[src/sv/abf_pkg.sv]
// ----------------------------------------------------------------------------
// abf_pkg
// shared types and constants for the alpha blending frame buffer
// ----------------------------------------------------------------------------
package abf_pkg;

	localparam int MAX_WIDTH   = 256;
	localparam int MAX_HEIGHT  = 256;
	localparam int STORE_WORDS = MAX_WIDTH * MAX_HEIGHT;
	localparam int ADDR_W      = (STORE_WORDS > 1) ? $clog2(STORE_WORDS) : 1;
	localparam int X_W         = (MAX_WIDTH > 1) ? $clog2(MAX_WIDTH) : 1;
	localparam int Y_W         = (MAX_HEIGHT > 1) ? $clog2(MAX_HEIGHT) : 1;

	localparam int PIX_W  = 32;
	localparam int SIZE_W = 9;

	localparam logic [SIZE_W-1:0] SIZE_RESET = 9'd256;

	typedef enum logic [1:0] {
		REQ_WRITE = 2'd0,
		REQ_READ  = 2'd1,
		REQ_FILL  = 2'd2
	} req_t;

	typedef enum logic {
		CFG_FRAME_WIDTH  = 1'b0,
		CFG_FRAME_HEIGHT = 1'b1
	} cfg_idx_t;

	typedef enum logic [1:0] {
		ST_SWEEP,
		ST_IDLE,
		ST_ACCESS
	} state_t;

	typedef logic [PIX_W-1:0] pixel_t;

endpackage

[src/sv/abf_blend.sv]
// ----------------------------------------------------------------------------
// abf_blend
// blends a source color over a stored pixel by the source alpha
// ----------------------------------------------------------------------------
module abf_blend
	import abf_pkg::*;
(
	input  pixel_t old_pix,
	input  pixel_t src_pix,
	output pixel_t new_pix
);

	logic [7:0] alpha;
	logic [7:0] inv_alpha;
	logic [7:0] chan [3];
	logic [8:0] alpha_sum;

	assign alpha     = src_pix[31:24];
	assign inv_alpha = 8'd255 - alpha;
	assign alpha_sum = {1'b0, old_pix[31:24]} + {1'b0, alpha};

	always_comb begin
		logic [15:0] s;
		logic [16:0] q;
		for (int c = 0; c < 3; c++) begin
			s = 16'(old_pix[8*c +: 8]) * 16'(inv_alpha) + 16'(src_pix[8*c +: 8]) * 16'(alpha);
			// exact floor(s / 255) for any s up to 255*255, the largest sum here
			q = {1'b0, s} + 17'd1 + {9'd0, s[15:8]};
			chan[c] = q[15:8];
		end
	end

	// full alpha replaces the pixel outright
	assign new_pix = (alpha == 8'd255) ? src_pix
		: {alpha_sum[8:1], chan[2], chan[1], chan[0]};

endmodule

[config.mk]
export PLATFORM = sky130hd
export DESIGN_NAME = abf_blend
export DESIGN_NICKNAME = d
export VERILOG_FILES = /design/src/sv/abf_pkg.sv /design/src/sv/abf_blend.sv
export SDC_FILE = /design/constraint.sdc
export NUM_CORES = 1
export LEC_CHECK = 0
export BUFFER_PORTS_ARGS = -buffer_cell sky130_fd_sc_hd__buf_4
export CORE_MARGIN = 1
export CORE_UTILIZATION = 26
export DETAILED_ROUTE_END_ITERATION = 6
export PLACE_DENSITY = 0.51
export SYNTH_ARGS = -nofsm -noshare
export SYNTH_HDL_FRONTEND = slang
export SYNTH_SLANG_ARGS = --single-unit
[constraint.sdc]
create_clock -name vclk -period 9.7
set_input_delay 0.97 -clock vclk [all_inputs]
set_output_delay 0.97 -clock vclk [all_outputs]
set_load 0.02 [all_outputs]
# --- Word-level counts from Yosys, hierarchy flattened ---
# Cells that the tools add are included.
word_totals:
  reg_bits: 0
  output_inout_bits: 32
op_classes:
  add_sub_neg: 11
  n_mul: 6
  eq_ne: 1
  n_mux: 1
op_table:
  columns: ["operator", "count"]
  rows:
  - ["multiplier 8 x 8 -> 16 bit", 6]
  - ["adder 16 x 1 -> 16 bit, second input constant", 3]
  - ["adder 16 bit", 3]
  - ["adder 16 x 8 -> 16 bit", 3]
  - ["2-to-1 mux 32 bit", 1]
  - ["adder 8 x 8 -> 9 bit", 1]
  - ["== test 8 bit, second input constant", 1]
  - ["subtractor 8 bit, first input constant", 1]

# --- Depth between registers and ports, before layout ---
logic_depth:
  word_depth: 6
  ltp_mapped: 30
  mapped_depth_nobuf: 28

# --- Worst setup path after synthesis ---
# Ideal clock, no wire load.
synth_timing:
  kind: "input port to output port"
  start: "input port src_pix[25]"
  end: "output port new_pix[14]"
  arrival_ns: 8.331
  required_ns: 8.730
  setup_slack_ns: 0.399
  cell_stages: 27
  n_path_buf: 1
  cell_sequence: "clkbuf_1 clkinv_1 nand2_1 fa_1 fa_1 inv_1 fa_1 fa_1 fa_1 inv_1 fa_1 inv_1 ha_1 a21o_1 a21o_1 o21ai_0 a22oi_1 xnor2_1 inv_1 ha_1 a21o_1 or4_1 o22a_1 maj3_2 a211oi_4 nor3_1 a211oi_1"
synth_via:
  elab_chain_len: 6
  elab_cells_between_ends: 8
  classes_between: "add/sub: 4; mul: 2; eq/ne: 1; mux: 1"
synth_rtl:
  columns: ["item", "line", "source"]
  rows:
  - ["from (decl)", "abf_blend.sv:9", "input pixel_t src_pix,"]
  - ["subtractor 8 bit", "abf_blend.sv:19", "assign inv_alpha = 8'd255 - alpha;"]
  - ["multiplier 8 x 8 -> 16 bit", "abf_blend.sv:26", "s = 16'(old_pix[8*c +: 8]) * 16'(inv_alpha) + 16'(src_pix[8*c +: 8]) * 16'(alpha);"]
  - ["adder 16 bit", "abf_blend.sv:26", null]
  - ["adder 16 x 1 -> 16 bit", "abf_blend.sv:28", "q = {1'b0, s} + 17'd1 + {9'd0, s[15:8]};"]
  - ["adder 16 x 8 -> 16 bit", "abf_blend.sv:28", null]
  - ["2-to-1 mux 32 bit (*)", "abf_blend.sv:34", "assign new_pix = (alpha == 8'd255) ? src_pix"]
  - ["to (decl)", "abf_blend.sv:10", "output pixel_t new_pix"]
# Every way passes the cells marked *; elsewhere a longest branch is shown, timed or not.

# --- Final worst setup path ---
layout_timing:
  start: "input port src_pix[27]"
  end: "output port new_pix[2]"
# The elaborated chain is that of the path after synthesis.

==> impl_metrics.py <==
metrics = {
    "timing": {
        "hold_viol_final": 0,
        "slew_headroom": 0.421,
        "setup_viol": 0,
        "worst_pin_slew_ns": 0.860,
        "fin_crit_ns": 9.28,
        "setup_tns_ns": 0,
        "rsz0062_at_grt": "false",
        "fmax_mhz": 108,
        "fin_hold_ws_ns": 2.38,
        "slew_viol_final": 0,
        "post-route-period-util": 0.957,
    },
    "run": {
        "cap_violations": 0,
    },
    "die": {
        "dieWidth_um": 245,
        "num_io_pins": 96,
        "initial_core_util": 0.265,
        "dieArea_mm2": 0.0602,
        "core_area_mm2": 0.0581,
        "die_h_um": 245,
        "row_count": 88,
    },
    "routing": {
        "wl_um": 40700,
        "drc_errors": 0,
        "vias": 11800,
        "drtIter0Drc": 414,
        "postRouteAntennaNets": 0,
        "viasPerCell": 4.47,
        "post_drt_wl_per_cell_um": 15.4,
        "firstDrtPassIters": 5,
    },
    "worst_setup_path": {
        "max_stage_delay_ns": 0.52,
        "endpoint_kind": "primary output",
        "cp.required_ns": 8.73,
        "cpMostUsedCell": "fa_1",
        "cp.arrival_ns": 8.31,
        "crit_fanout": 35,
        "worstSetupPathType": "input pin to primary output",
        "critical-path-slowest-cell": "fa_1",
        "crit_path_start_kind": "input pin",
    },
    "clock_tree": {
        "postCtsSetupRepairBufs": 0,
    },
    "synth": {
        "ys_warn_count": 0,
        "yosysTopAreaCellShare": 0.376,
        "yosysTopAreaCell": "fa_1",
        "synthesis.area_mm2": 0.0154,
        "synth_seq_area_share": 0,
        "synth_top_cells_by_area": "fa_1 38%, ha_1 17%, inv_1 11%, and2_1 5.1%, nor2b_1 4.9%",
        "synth_cells": 1821,
        "yosysUniqueCellTypes": 77,
        "syn_area_per_cell_um2": 8.46,
    },
    "finish": {
        "diodes": 0,
        "final_nets": 2447,
        "seq_cells": 0,
        "regArea_um2": 0,
        "final_cell_mix": "437 x inv_1, 289 x fa_1, 211 x ha_1, 129 x nand2_1, 125 x and2_1",
        "layout-drive-gt1-share": 0.0819,
        "stdcell_area_mm2": 0.0171,
        "area_growth_pct": 10.8,
        "final_common_cell": "inv_1",
        "clockBufferCount": 0,
        "fill_cells": 6325,
    },
    "hold_path": {
        "worst_hold_path.endpoint": "new_pix[2]",
        "hp-start": "src_pix[2]",
        "hold_path_depth": 4,
        "min_path_type": "input pin to primary output",
    },
    "placement": {
        "dp_hpwl_um": 33900,
        "place_area_mm2": 0.0170,
        "io_buffers": 96,
        "place_congestion": 0.817,
    },
    "grt": {
        "grt_pass1_wl_um": 67700,
        "grt_pass1_vias": 12800,
        "grt_overflow": 0,
        "grt_use_total": 0.140,
        "antenna_found_initial": 2,
        "grt_max_degree": 39,
    },
    "status": {
        "status": "finished, final reports clean",
    },
}
==> worst max-delay path, delay by kind of cell <==
family | cells | cell delay, ns
and+or+nand+nor | 5 | 0.86
adders and majority gates | 8 | 3.45
xor gates and xnor gates | 1 | 0.31
AOI/OAI and AO/OA | 8 | 1.69
buffers and inverters | 7 | 1.02
==> Yosys cell counts (10+ instances only) <==
library cell and number:
inv_1 437, nor3_1 15, fa_1 289, xnor2_1 42, o21a_1 10, clkbuf_1 51, nand3_1 15, nor2b_1 121
a21o_1 17, ha_1 211, xor2_1 11, o21ai_0 33, nand2b_1 78, a21oi_1 44, and2_1 125, a211oi_1 12
nand2_1 129, nor2_1 40
==> worst max path at each step <==
stage / to / start / depth (start not counted)
2_1_floorplan: new_pix[14] / src_pix[25] / 27
3_3_place_gp: new_pix[14] / src_pix[25] / 28
3_5_place_dp: new_pix[4] / src_pix[25] / 29
4_1_cts: new_pix[12] / src_pix[25] / 28
5_1_grt: new_pix[20] / src_pix[25] / 28
6_report: new_pix[2] / src_pix[27] / 29
==> logic make-up after synthesis <==
kind of cell | share of synthesized area
AOI/OAI and AO/OA | 0.0903
xor gates and xnor gates | 0.0317
adders and majority gates | 0.548
buffers and inverters | 0.123
muxes | 0.00552
other | 0.000243
and+or+nand+nor | 0.202
==> cell type report <==
type | instances | area [um2] | share of cell area
multi-input combinational | 1323 | 13500 | 0.793
inverter | 438 | 1650 | 0.0966
tap | 765 | 957 | 0.0561
timing repair buffer | 120 | 927 | 0.0543
==> layer usage <==
layer | global-route usage | wire [um]
met3 | 0.0139 | 1850
met2 | 0.242 | 19300
met5 | 0 | 17
met1 | 0.196 | 19400
met4 | 0.00749 | 214
==> through the flow <==
step           cells  setup WS, ns  utilization
5_1_grt         2646       0.00445        0.294
3_3_place_gp    2646         0.347        0.293
6_report        2646         0.417        0.294
3_5_place_dp    2646         0.235        0.293
4_1_cts         2646         0.227        0.293
2_1_floorplan   1823         0.399            -
==> timing repair <==
action / in CTS / in global routing
setup endpoints to repair: 0 / 15
hold buffers: 0 / 0
resized for setup: 0 / 10
Power is not shown: default switching activity piles up to over one toggle a cycle in this logic, so the estimate is an artifact.
